--- src/hw/rtl/integer_to_roman_numeral_top_macros.svh ---
// Assertion macros for the integer-to-Roman-numeral block.
`ifndef INTEGER_TO_ROMAN_NUMERAL_TOP_MACROS_SVH
`define INTEGER_TO_ROMAN_NUMERAL_TOP_MACROS_SVH

`ifndef NO_ASSERTIONS

// Same-cycle implication, checked on aclk, off during reset
`define I2R_ASSERT_NOW(label, ante, cons) \
    label: assert property (@(posedge aclk) disable iff (!aresetn) (ante) |-> (cons)) \
        else $error("i2r assertion failed");

// Next-cycle implication, checked on aclk, off during reset
`define I2R_ASSERT_NEXT(label, ante, cons) \
    label: assert property (@(posedge aclk) disable iff (!aresetn) (ante) |=> (cons)) \
        else $error("i2r assertion failed");

`else

`define I2R_ASSERT_NOW(label, ante, cons)
`define I2R_ASSERT_NEXT(label, ante, cons)

`endif

`endif

--- src/hw/rtl/i2r_pkg.sv ---
// Shared types, constants and symbol tables for the Roman numeral converter.
package i2r_pkg;

    localparam logic [11:0] VALUE_LIMIT = 12'd3999;
    localparam int unsigned NUM_POS     = 4;

    localparam logic [7:0] ASCII_M = 8'h4D;
    localparam logic [7:0] ASCII_D = 8'h44;
    localparam logic [7:0] ASCII_C = 8'h43;
    localparam logic [7:0] ASCII_L = 8'h4C;
    localparam logic [7:0] ASCII_X = 8'h58;
    localparam logic [7:0] ASCII_V = 8'h56;
    localparam logic [7:0] ASCII_I = 8'h49;

    typedef enum logic [1:0] {
        SYM_ONE,
        SYM_FIVE,
        SYM_TEN
    } i2r_sym_kind_t;

    // controller -> datapath
    typedef struct packed {
        logic load;
        logic conv;
        logic start_emit;
        logic emit;
        logic emit_err;
    } i2r_cmd_t;

    // datapath -> controller
    typedef struct packed {
        logic oor;
        logic conv_last;
        logic numeral_empty;
        logic out_free;
        logic char_last;
    } i2r_sts_t;

    // characters needed for one decimal digit
    function automatic logic [2:0] digit_len(input logic [3:0] d);
        unique case (d) inside
            4'd1, 4'd5:       return 3'd1;
            4'd2, 4'd4, 4'd6,
            4'd9:             return 3'd2;
            4'd3, 4'd7:       return 3'd3;
            4'd8:             return 3'd4;
            default:          return 3'd0;
        endcase
    endfunction

    // which symbol sits at character idx of digit d
    function automatic i2r_sym_kind_t char_kind(input logic [3:0] d, input logic [1:0] idx);
        i2r_sym_kind_t k;
        k = SYM_ONE;
        if (d == 4'd4) begin
            k = (idx == 2'd0) ? SYM_ONE : SYM_FIVE;
        end else if (d == 4'd9) begin
            k = (idx == 2'd0) ? SYM_ONE : SYM_TEN;
        end else if (d >= 4'd5) begin
            k = (idx == 2'd0) ? SYM_FIVE : SYM_ONE;
        end
        return k;
    endfunction

    // ASCII code for a symbol kind at a decimal position (0 = units)
    function automatic logic [7:0] sym_code(input logic [1:0] pos, input i2r_sym_kind_t kind);
        logic [7:0] c;
        c = 8'd0;
        unique case (pos)
            2'd3: c = (kind == SYM_ONE) ? ASCII_M : 8'd0;
            2'd2: c = (kind == SYM_ONE) ? ASCII_C : (kind == SYM_FIVE) ? ASCII_D : ASCII_M;
            2'd1: c = (kind == SYM_ONE) ? ASCII_X : (kind == SYM_FIVE) ? ASCII_L : ASCII_C;
            default: c = (kind == SYM_ONE) ? ASCII_I : (kind == SYM_FIVE) ? ASCII_V : ASCII_X;
        endcase
        return c;
    endfunction

    // k times the weight of a decimal position
    function automatic logic [13:0] step_amt(input logic [1:0] pos, input logic [3:0] k);
        logic [13:0] w;
        unique case (pos)
            2'd3:    w = 14'd1000;
            2'd2:    w = 14'd100;
            2'd1:    w = 14'd10;
            default: w = 14'd1;
        endcase
        return 14'({10'd0, k} * w);
    endfunction

endpackage

--- src/hw/rtl/i2r_dp.sv ---
// Datapath: digit extraction, digit store, character selection and output word register.
module i2r_dp (
    input  logic               aclk,
    input  logic               aresetn,
    input  logic [11:0]        s_value,
    input  i2r_pkg::i2r_cmd_t  cmd,
    output i2r_pkg::i2r_sts_t  sts,
    input  logic               m_ready,
    output logic               m_valid,
    output logic [7:0]         m_symbol,
    output logic               m_last,
    output logic               m_out_of_range
);
    import i2r_pkg::*;

    logic [11:0] rem_reg, rem_next;
    logic [1:0]  cpos_reg, cpos_next;
    logic [3:0]  dig_reg  [NUM_POS];
    logic [3:0]  dig_next [NUM_POS];
    logic [1:0]  epos_reg, epos_next;
    logic [1:0]  idx_reg, idx_next;
    logic        oor_reg, oor_next;

    logic        m_valid_reg, m_valid_next;
    logic [7:0]  m_symbol_reg, m_symbol_next;
    logic        m_last_reg, m_last_next;
    logic        m_oor_reg, m_oor_next;

    logic [3:0]  conv_digit;
    logic [11:0] conv_rem;
    logic [3:0]  cur_dig;
    logic [2:0]  cur_len;
    logic        dig_end;
    logic        lower_any, first_any;
    logic [1:0]  lower_pos, first_pos;

    // digit at cpos = number of multiples of its weight not above the remainder
    always_comb begin
        conv_digit = 4'd0;
        for (int k = 1; k <= 9; k++) begin
            if ({2'b00, rem_reg} >= step_amt(cpos_reg, 4'(k))) begin
                conv_digit = conv_digit + 4'd1;
            end
        end
        conv_rem = 12'({2'b00, rem_reg} - step_amt(cpos_reg, conv_digit));
    end

    assign cur_dig = dig_reg[epos_reg];
    assign cur_len = digit_len(cur_dig);
    assign dig_end = (({1'b0, idx_reg} + 3'd1) == cur_len);

    // highest non-zero digit overall and below the one being emitted
    always_comb begin
        lower_any = 1'b0;
        lower_pos = 2'd0;
        first_any = 1'b0;
        first_pos = 2'd0;
        for (int q = 0; q < NUM_POS; q++) begin
            if (dig_reg[q] != 4'd0) begin
                first_any = 1'b1;
                first_pos = 2'(q);
                if (2'(q) < epos_reg) begin
                    lower_any = 1'b1;
                    lower_pos = 2'(q);
                end
            end
        end
    end

    always_comb begin
        rem_next  = rem_reg;
        cpos_next = cpos_reg;
        dig_next  = dig_reg;
        epos_next = epos_reg;
        idx_next  = idx_reg;
        oor_next  = oor_reg;
        if (cmd.load) begin
            rem_next  = s_value;
            cpos_next = 2'd3;
            oor_next  = (s_value > VALUE_LIMIT);
        end
        if (cmd.conv) begin
            dig_next[cpos_reg] = conv_digit;
            rem_next           = conv_rem;
            cpos_next          = cpos_reg - 2'd1;
        end
        if (cmd.start_emit) begin
            epos_next = first_pos;
            idx_next  = 2'd0;
        end
        if (cmd.emit) begin
            if (dig_end) begin
                epos_next = lower_pos;
                idx_next  = 2'd0;
            end else begin
                idx_next = idx_reg + 2'd1;
            end
        end
    end

    always_comb begin
        m_valid_next  = m_valid_reg;
        m_symbol_next = m_symbol_reg;
        m_last_next   = m_last_reg;
        m_oor_next    = m_oor_reg;
        if (cmd.emit) begin
            m_valid_next  = 1'b1;
            m_symbol_next = sym_code(epos_reg, char_kind(cur_dig, idx_reg));
            m_last_next   = dig_end && !lower_any;
            m_oor_next    = 1'b0;
        end else if (cmd.emit_err) begin
            m_valid_next  = 1'b1;
            m_symbol_next = 8'd0;
            m_last_next   = 1'b1;
            m_oor_next    = 1'b1;
        end else if (m_ready) begin
            m_valid_next = 1'b0;
        end
    end

    always_ff @(posedge aclk) begin
        if (!aresetn) begin
            m_valid_reg <= 1'b0;
        end else begin
            m_valid_reg <= m_valid_next;
        end
    end

    always_ff @(posedge aclk) begin
        rem_reg      <= rem_next;
        cpos_reg     <= cpos_next;
        dig_reg      <= dig_next;
        epos_reg     <= epos_next;
        idx_reg      <= idx_next;
        oor_reg      <= oor_next;
        m_symbol_reg <= m_symbol_next;
        m_last_reg   <= m_last_next;
        m_oor_reg    <= m_oor_next;
    end

    assign sts.oor           = oor_reg;
    assign sts.conv_last     = (cpos_reg == 2'd0);
    assign sts.numeral_empty = !first_any;
    assign sts.out_free      = !m_valid_reg || m_ready;
    assign sts.char_last     = dig_end && !lower_any;

    assign m_valid        = m_valid_reg;
    assign m_symbol       = m_symbol_reg;
    assign m_last         = m_last_reg;
    assign m_out_of_range = m_oor_reg;

`include "integer_to_roman_numeral_top_macros.svh"

    `I2R_ASSERT_NOW(a_err_is_last, m_valid_reg && m_oor_reg, m_last_reg)
    `I2R_ASSERT_NEXT(a_units_clear, cmd.conv && (cpos_reg == 2'd0), rem_reg == 12'd0)
    `I2R_ASSERT_NOW(a_emit_in_range, cmd.emit, !oor_reg)

endmodule

--- src/hw/rtl/i2r_ctrl.sv ---
// Controller: sequences load, digit conversion and character emission.
module i2r_ctrl (
    input  logic               aclk,
    input  logic               aresetn,
    input  logic               s_valid,
    output logic               s_ready,
    input  i2r_pkg::i2r_sts_t  sts,
    output i2r_pkg::i2r_cmd_t  cmd
);
    import i2r_pkg::*;

    localparam logic [2:0] ST_IDLE  = 3'd0;
    localparam logic [2:0] ST_CONV  = 3'd1;
    localparam logic [2:0] ST_START = 3'd2;
    localparam logic [2:0] ST_EMIT  = 3'd3;
    localparam logic [2:0] ST_ERR   = 3'd4;

    logic [2:0] state_reg, state_next;

    assign s_ready = (state_reg == ST_IDLE);

    always_comb begin
        state_next = state_reg;
        cmd        = '0;
        unique case (state_reg)
            ST_IDLE: begin
                if (s_valid) begin
                    cmd.load   = 1'b1;
                    state_next = ST_CONV;
                end
            end
            ST_CONV: begin
                if (sts.oor) begin
                    state_next = ST_ERR;
                end else begin
                    cmd.conv = 1'b1;
                    if (sts.conv_last) begin
                        state_next = ST_START;
                    end
                end
            end
            ST_START: begin
                if (sts.numeral_empty) begin
                    state_next = ST_IDLE;
                end else begin
                    cmd.start_emit = 1'b1;
                    state_next     = ST_EMIT;
                end
            end
            ST_EMIT: begin
                if (sts.out_free) begin
                    cmd.emit = 1'b1;
                    if (sts.char_last) begin
                        state_next = ST_IDLE;
                    end
                end
            end
            ST_ERR: begin
                if (sts.out_free) begin
                    cmd.emit_err = 1'b1;
                    state_next   = ST_IDLE;
                end
            end
            default: state_next = ST_IDLE;
        endcase
    end

    always_ff @(posedge aclk) begin
        if (!aresetn) begin
            state_reg <= ST_IDLE;
        end else begin
            state_reg <= state_next;
        end
    end

`include "integer_to_roman_numeral_top_macros.svh"

    `I2R_ASSERT_NOW(a_emit_when_free, cmd.emit || cmd.emit_err, sts.out_free)
    `I2R_ASSERT_NEXT(a_err_to_idle, cmd.emit_err, state_reg == ST_IDLE)
    `I2R_ASSERT_NEXT(a_load_to_conv, cmd.load, state_reg == ST_CONV)

endmodule

--- src/hw/rtl/integer_to_roman_numeral_top.sv ---
// Integer to Roman numeral converter: takes a 12-bit unsigned value on the
// s_ channel and returns its Roman numeral on the m_ channel as a run of
// ASCII words (M D C L X V I), most significant first, with m_last on the
// final word. Zero gives no words at all. A value above 3999 gives a single
// word with m_symbol zero, m_last set and m_out_of_range set. One value is
// handled at a time: after acceptance the four decimal digits are worked
// out one per cycle (thousands down to units), a start step picks the first
// non-zero digit, and then one character leaves per cycle while m_ready is
// high. A value spells out to at most 15 characters (3888), and s_ready
// stays low until its last word, if any, is loaded into the output register.
// The output register decouples the two sides, so the next value is taken
// while the last word of the previous one still waits for the consumer.
module integer_to_roman_numeral_top (
    input  logic        aclk,
    input  logic        aresetn,
    input  logic        s_valid,
    output logic        s_ready,
    input  logic [11:0] s_value,
    output logic        m_valid,
    input  logic        m_ready,
    output logic [7:0]  m_symbol,
    output logic        m_last,
    output logic        m_out_of_range
);
    import i2r_pkg::*;

    i2r_cmd_t cmd;   // controller commands
    i2r_sts_t sts;   // datapath status

    // state machine: load, per-digit conversion, emission
    i2r_ctrl u_ctrl (
        .aclk    (aclk),
        .aresetn (aresetn),
        .s_valid (s_valid),
        .s_ready (s_ready),
        .sts     (sts),
        .cmd     (cmd)
    );

    // remainder, digit store, symbol mux and output word register
    i2r_dp u_dp (
        .aclk           (aclk),
        .aresetn        (aresetn),
        .s_value        (s_value),
        .cmd            (cmd),
        .sts            (sts),
        .m_ready        (m_ready),
        .m_valid        (m_valid),
        .m_symbol       (m_symbol),
        .m_last         (m_last),
        .m_out_of_range (m_out_of_range)
    );

endmodule

--- config.mk ---
export PLATFORM = sky130hd
export DESIGN_NAME = integer_to_roman_numeral_top
export DESIGN_NICKNAME = d
export VERILOG_FILES = /design/src/hw/rtl/i2r_pkg.sv /design/src/hw/rtl/i2r_dp.sv /design/src/hw/rtl/i2r_ctrl.sv /design/src/hw/rtl/integer_to_roman_numeral_top.sv
export VERILOG_INCLUDE_DIRS = /design/src /design/src/hw/rtl
export SDC_FILE = /design/constraint.sdc
export NUM_CORES = 1
export LEC_CHECK = 0
export BUFFER_PORTS_ARGS = -buffer_cell sky130_fd_sc_hd__buf_2
export CAP_MARGIN = 10
export CELL_PAD_IN_SITES_DETAIL_PLACEMENT = 1
export CELL_PAD_IN_SITES_GLOBAL_PLACEMENT = 1
export CORE_MARGIN = 2
export CORE_UTILIZATION = 50
export CTS_CLUSTER_SIZE = 40
export DETAILED_ROUTE_END_ITERATION = 10
export PLACE_DENSITY = 0.83
export SLEW_MARGIN = 20
export SYNTH_ARGS = -nofsm -noshare
export SYNTH_HDL_FRONTEND = slang
export SYNTH_SLANG_ARGS = --single-unit
--- constraint.sdc ---
create_clock -name aclk -period 14.16 [get_ports aclk]
set_clock_uncertainty 0.1 [all_clocks]
set_input_delay 0.708 -clock aclk [delete_from_list [all_inputs] [get_ports aclk]]
set_output_delay 0.708 -clock aclk [all_outputs]
set_load 0.05 [all_outputs]
Word level (Yosys, flattened, before mapping)

Index checks and enable logic that the tools add are counted.

Register bits: 49
Logic and storage cells: 186
Output and inout port bits: 12
Input port bits: 16

Reductions and logical operators: 21
Magnitude comparators: 18
Add/subtract/negate cells: 12
Bitwise logic cells: 2
Multipliers: 6
Mux-type cells: 87
Equality and inequality tests: 26

Operators by type and width:

| cell                    | count |
|---|---|
| $ge A12 B14 Y1          | 5 |
| $mux W4                 | 14 |
| $mux W2                 | 21 |
| $mux W8                 | 5 |
| $mux W1                 | 31 |
| $pmux W10 S3            | 1 |
| $add A4 B1 Y4 const B   | 7 |
| $mul A3 B10 Y13 const A | 2 |
| $mul A2 B10 Y12 const A | 2 |
| $mux W12                | 2 |
| $pmux W8 S3             | 1 |
| $mux W3                 | 6 |
| $bwmux W16              | 1 |
| $eq A4 B3 Y1 const B    | 4 |
| $reduce_bool A4 Y1      | 4 |
| $pmux W3 S5             | 1 |
| $mul A4 B10 Y14 const A | 1 |
| $ge A12 B13 Y1          | 1 |
| $ge A12 B10 Y1          | 1 |
| $ge A12 B11 Y1          | 1 |
| $ge A12 B12 Y1          | 1 |
| $gt A12 B12 Y1 const B  | 1 |
| $mul A4 B10 Y12         | 1 |
| $pmux W3 S4             | 1 |
| other kinds (35)        | 57 |

Longest topological paths before layout

Depth after elaboration: 23
Mapped depth: 54
Depth with buffers taken out: 54

Modules after synthesis

From an unflattened synthesis, not the netlist that was laid out.

Cells, all modules: 714
Area, all modules: 6378.6 µm²

Modules (own cells, without submodules):

| module   | sequential area each (µm²) | times used | area an instance (µm²) | cells each |
|---|---|---|---|---|
| i2r_dp   | 1281.2                     | 1          | 6100.9                 | 680 |
| i2r_ctrl | 60.1                       | 1          | 277.8                  | 34 |

Worst setup path after synthesis

No wires, ideal clock.

Kind: register -> register
Start point: register u_dp.cpos_reg[1]
End point: register u_dp.rem_reg[10], data pin
Cell stages (with the launch flop): 52
Period minus slack after synthesis: 10.328 ns
Arrival time: 9.960 ns
Buffers on the path: 0
Path slack: 3.832 ns
Cell sequence: edfxtp_1 > inv_1 > ha_1 > ha_1 > nand2b_1 > a21o_1 > a21o_1 > a211o_1 > a21o_1 > a21oi_1 > nor2b_1 > o21ai_0 > nand2b_1 > a2111oi_0 > ha_1 > xor2_4 > ha_1 > inv_1 > (+16 left out) > xnor2_1 > nand2_1 > fa_1 > inv_1 > ha_1 > fa_1 > inv_1 > ha_1 > o21ai_0 > a21boi_0 > o21ai_0 > a21boi_0 > o21ai_0 > nand2b_1 > a21o_1 > a21oi_1 > xor2_1 > o21ai_0

Cells in the longest elaborated chain, start to end: 23
Elaborated cells between the ends (all ways): 38

RTL lines:

| what                                                                    | line          | source |
|---|---|---|
| start: declaration                                                      | i2r_dp.sv:17  | `logic [1:0] cpos_reg, cpos_next;` |
| start signal: assignment                                                | i2r_dp.sv:131 | `cpos_reg <= cpos_next;` |
| $eq A2 B1 Y1 or $eq A2 B2 Y1 (tied branches)                            | i2r_pkg.sv:81 | `unique case (pos)` |
| $pmux W10 S3 (*)                                                        | i2r_pkg.sv:81 |  |
| parallel branches: the longest is 17 deep, another holds $ge A12 B14 Y1 | -             |  |
| $mux W4 (*)                                                             | i2r_dp.sv:41  | `if ({2'b00, rem_reg} >= step_amt(cpos_reg, 4'(k))) begin` |
| named net u_dp.conv_digit[2]                                            | i2r_dp.sv:29  | `logic [3:0] conv_digit;` |
| $mul A4 B10 Y12 (*)                                                     | i2r_pkg.sv:87 | `return 14'({10'd0, k} * w);` |
| $sub A12 B12 Y12 (*)                                                    | i2r_dp.sv:45  | `conv_rem = 12'({2'b00, rem_reg} - step_amt(cpos_reg, conv_digit));` |
| $mux W12 (*)                                                            | i2r_dp.sv:82  | `if (cmd.conv) begin` |
| named net u_dp.rem_next[10]                                             | i2r_dp.sv:16  | `logic [11:0] rem_reg, rem_next;` |
| end signal: assignment                                                  | i2r_dp.sv:130 | `rem_reg <= rem_next;` |
| end: declaration                                                        | i2r_dp.sv:16  |  |

Mark *: on every way through the listed nets, which the timed path passes.
A chain may end at the register's enable or synchronous reset.

Worst setup path in the final report

Same ends and word-level chain as after synthesis.

==> summary.md <==
| Metric | Value |
|---|---|
| # diodes | 0 |
| FF/Latch Area | 1340 µm² |
| Clock sink total | 47 |
| CP required | 14,060 ps |
| CTS Root Cell | clkbuf_16 |
| Worst setup EP type | register |
| Hold_buf cts | 0 |
| Asr flop ratio synth | 0 |
| Top-area cell type share of the netlist area | 0.205 |
| Initial Utilization | 0.507 |
| # IOs | 28 |
| WS Path Type | register to register |
| Sequential area share after synthesis | 0.222 |
| Outcome | complete, no violations |
| Slew Limit Fails | 0 |
| Final net count | 826 |
| Worst-Skew Late Latency | 290 ps |
| Largest register FFs | 16 |
| DR vias | 5,060 |
| HPWL after detailed placement | 13,300 µm |
| CP Max Fanout | 17 |
| Final Critical Period | 12,280 ps |
| # rows | 40 |
| Area Growth Syn to Fin | 6.90% |
| Total GRT Usage | 0.267 |
| Slowest cell on crit path | xnor2_1 |
| Layout cell share with drive strength beyond 1 | 0.0854 |
| Synthesis Warnings | 0 |
| Hold WS | 413 ps |
| Setup violators final | 0 |
| GRT overflow | 0 |
| List of most frequent post-synthesis cells | ha_1, inv_1, nand2_1, o21ai_0, nor2_1 |
| Initial DRC count | 202 |
| GPL Wtd Cong | 0.941 |
| Syn Area/Cell | 9.03 µm² |
| Synth unique cells | 77 |
| Setup bufs post-CTS | 0 |
| Hold Crit Class | register to register |
| Die span in x | 114 µm |
| Core ar. | 11,900 µm² |
| Die area | 13,000 µm² |
| Clock buffer depth | 2 |
| CTS clk-pin slew, worst paths | 70 ps |
| Cell taking the most area after synthesis | ha_1 |
| Routed WL per cell | 19.9 µm |
| Initial antenna violation count | 0 |
| IO Port Bufs | 25 |
| Final ANT Viol Nets | 0 |
| Most common cell in the netlist | ha_1 |
| Max Cap Viol | 0 |
| Unrepaired setup endpoints after global routing | false |
| Synthesized area | 6040 µm² |
| Number of flops mapped to enable cells by yosys | 40 |
| CTS tree | built |
| Worst path arrival time | 12,180 ps |
| Syn Inst Count | 669 |
| Core Util, Final | 0.542 |
| Slew at the pin with the worst max-slew slack | 1010 ps |
| Area contributors post-synth | ha_1, edfxtp_1, fa_1 |
| Initial DRT Pass Iterations | 4 |
| Final Hold Vio Count | 0 |
| Vias per inst | 6.04 |
| Total routed wirelength | 16,600 µm |
| Synthesized flop and latch total | 47 |
| Main synth FF type | edfxtp_1 |
| Setup TNS | 0 ps |
| Post-cts sizing count | 0 |
| Startpoint Class | register |
| Crit-path most repeated cell | ha_1 |
| TritonCTS Buffers | 5 |
| Tcrit/Tclk final | 0.868 |
| Remaining DRCs | 0 |
| Slew HR | 0.329 |
| Largest net degree at the start of global routing | 30 |
| Max Freq | 81.4 MHz |
| Htree depth | 2 |
| FILL cells | 1,414 |
| First-pass GRT wire length | 27,400 µm |
| Die height | 114 µm |
| Area of the multi-input gates | 4320 µm² |
| Vias in the first global route | 5,497 |
| Slowest stage delay, CP | 680 ps |
-- per-stage QoR --
| step | std cells | worst slack (ps) | cell area (µm²) |
|---|---|---|---|
| 5_1_grt | 838 | 675 | 6460 |
| 3_5_place_dp | 830 | 1890 | 6290 |
| 2_1_floorplan | 670 | 3830 | 6040 |
| 6_report | 838 | 1880 | 6460 |
| 3_3_place_gp | 830 | 2590 | 6290 |
| 4_1_cts | 838 | 1830 | 6460 |
-- per-layer routing --
layer / track usage / share of wire
met1: 0.331 / 0.44
met2: 0.495 / 0.51
met3: 0.0260 / 0.028
met4: 0.0699 / 0.017
met5: 0 / 0
-- cells by family after synthesis --
logic type               after synthesis  synth area share
AND/OR/NAND/NOR                      204             0.167
AO/OA/AOI/OAI                        158             0.182
adder cells (fa/ha/maj)              120             0.275
buffers and inverters                 95            0.0628
flip-flops                            47             0.222
XOR/XNOR                              33            0.0642
multiplexers                          11            0.0269
other                                  1          0.000621
-- final timing paths --
| path | from | to | slack (ps) | cells past startpoint |
|---|---|---|---|---|
| worst max register to register | u_dp.cpos_reg[1] | u_dp.rem_reg[10] | 1880 | 53 |
| worst max-delay path | u_dp.cpos_reg[1] | u_dp.rem_reg[10] | 1880 | 53 |
| worst min-delay path | u_dp.m_out_of_range | u_dp.m_out_of_range | 410 | 2 |
| worst min register to register | u_dp.m_out_of_range | u_dp.m_out_of_range | 410 | 2 |
-- cell usage in the layout, fill, tap and decap left out, types with 3 or more instances in the layout --
cell,instances
mux4_2,4
a21o_1,14
fa_1,21
nand2b_1,17
nor3_1,10
a21boi_0,7
buf_2,25
inv_1,81
o211ai_1,3
clkbuf_16,5
o21a_1,4
a21oi_1,31
a22oi_1,3
xnor2_2,4
nor2_1,43
xor2_1,6
nor2b_1,11
ha_1,99
edfxtp_1,40
and2_1,11
a211oi_1,8
nand3_1,10
nand2_1,60
or3_1,3
nand4_1,6
o21ai_0,44
a211o_1,3
a2111oi_0,6
o31ai_1,4
mux2i_1,5
dfxtp_1,7
nor4_1,10
xnor2_1,18
and3_1,9
o21bai_1,3
-- worst max-delay path: cells and delay by family (launching register included) --
kind / cells / cell delay, ps
compound gates: 19 / 3810
xor+xnor: 2 / 850
fa+ha+maj: 13 / 4430
buf+inv: 6 / 730
flops: 1 / 520
mux: 2 / 490
simple gates: 11 / 1050
-- layout make-up --
cell class                 instances  area share
multi-input combinational        528       0.670
timing repair buffer              25      0.0194
sequential                        47       0.208
inverter                          83      0.0482
clock buffer                       5      0.0194
clock inverter                     3     0.00717
tap                              147      0.0285
Power is not shown: default switching activity piles up to over one toggle a cycle in this logic, so the estimate is an artifact.
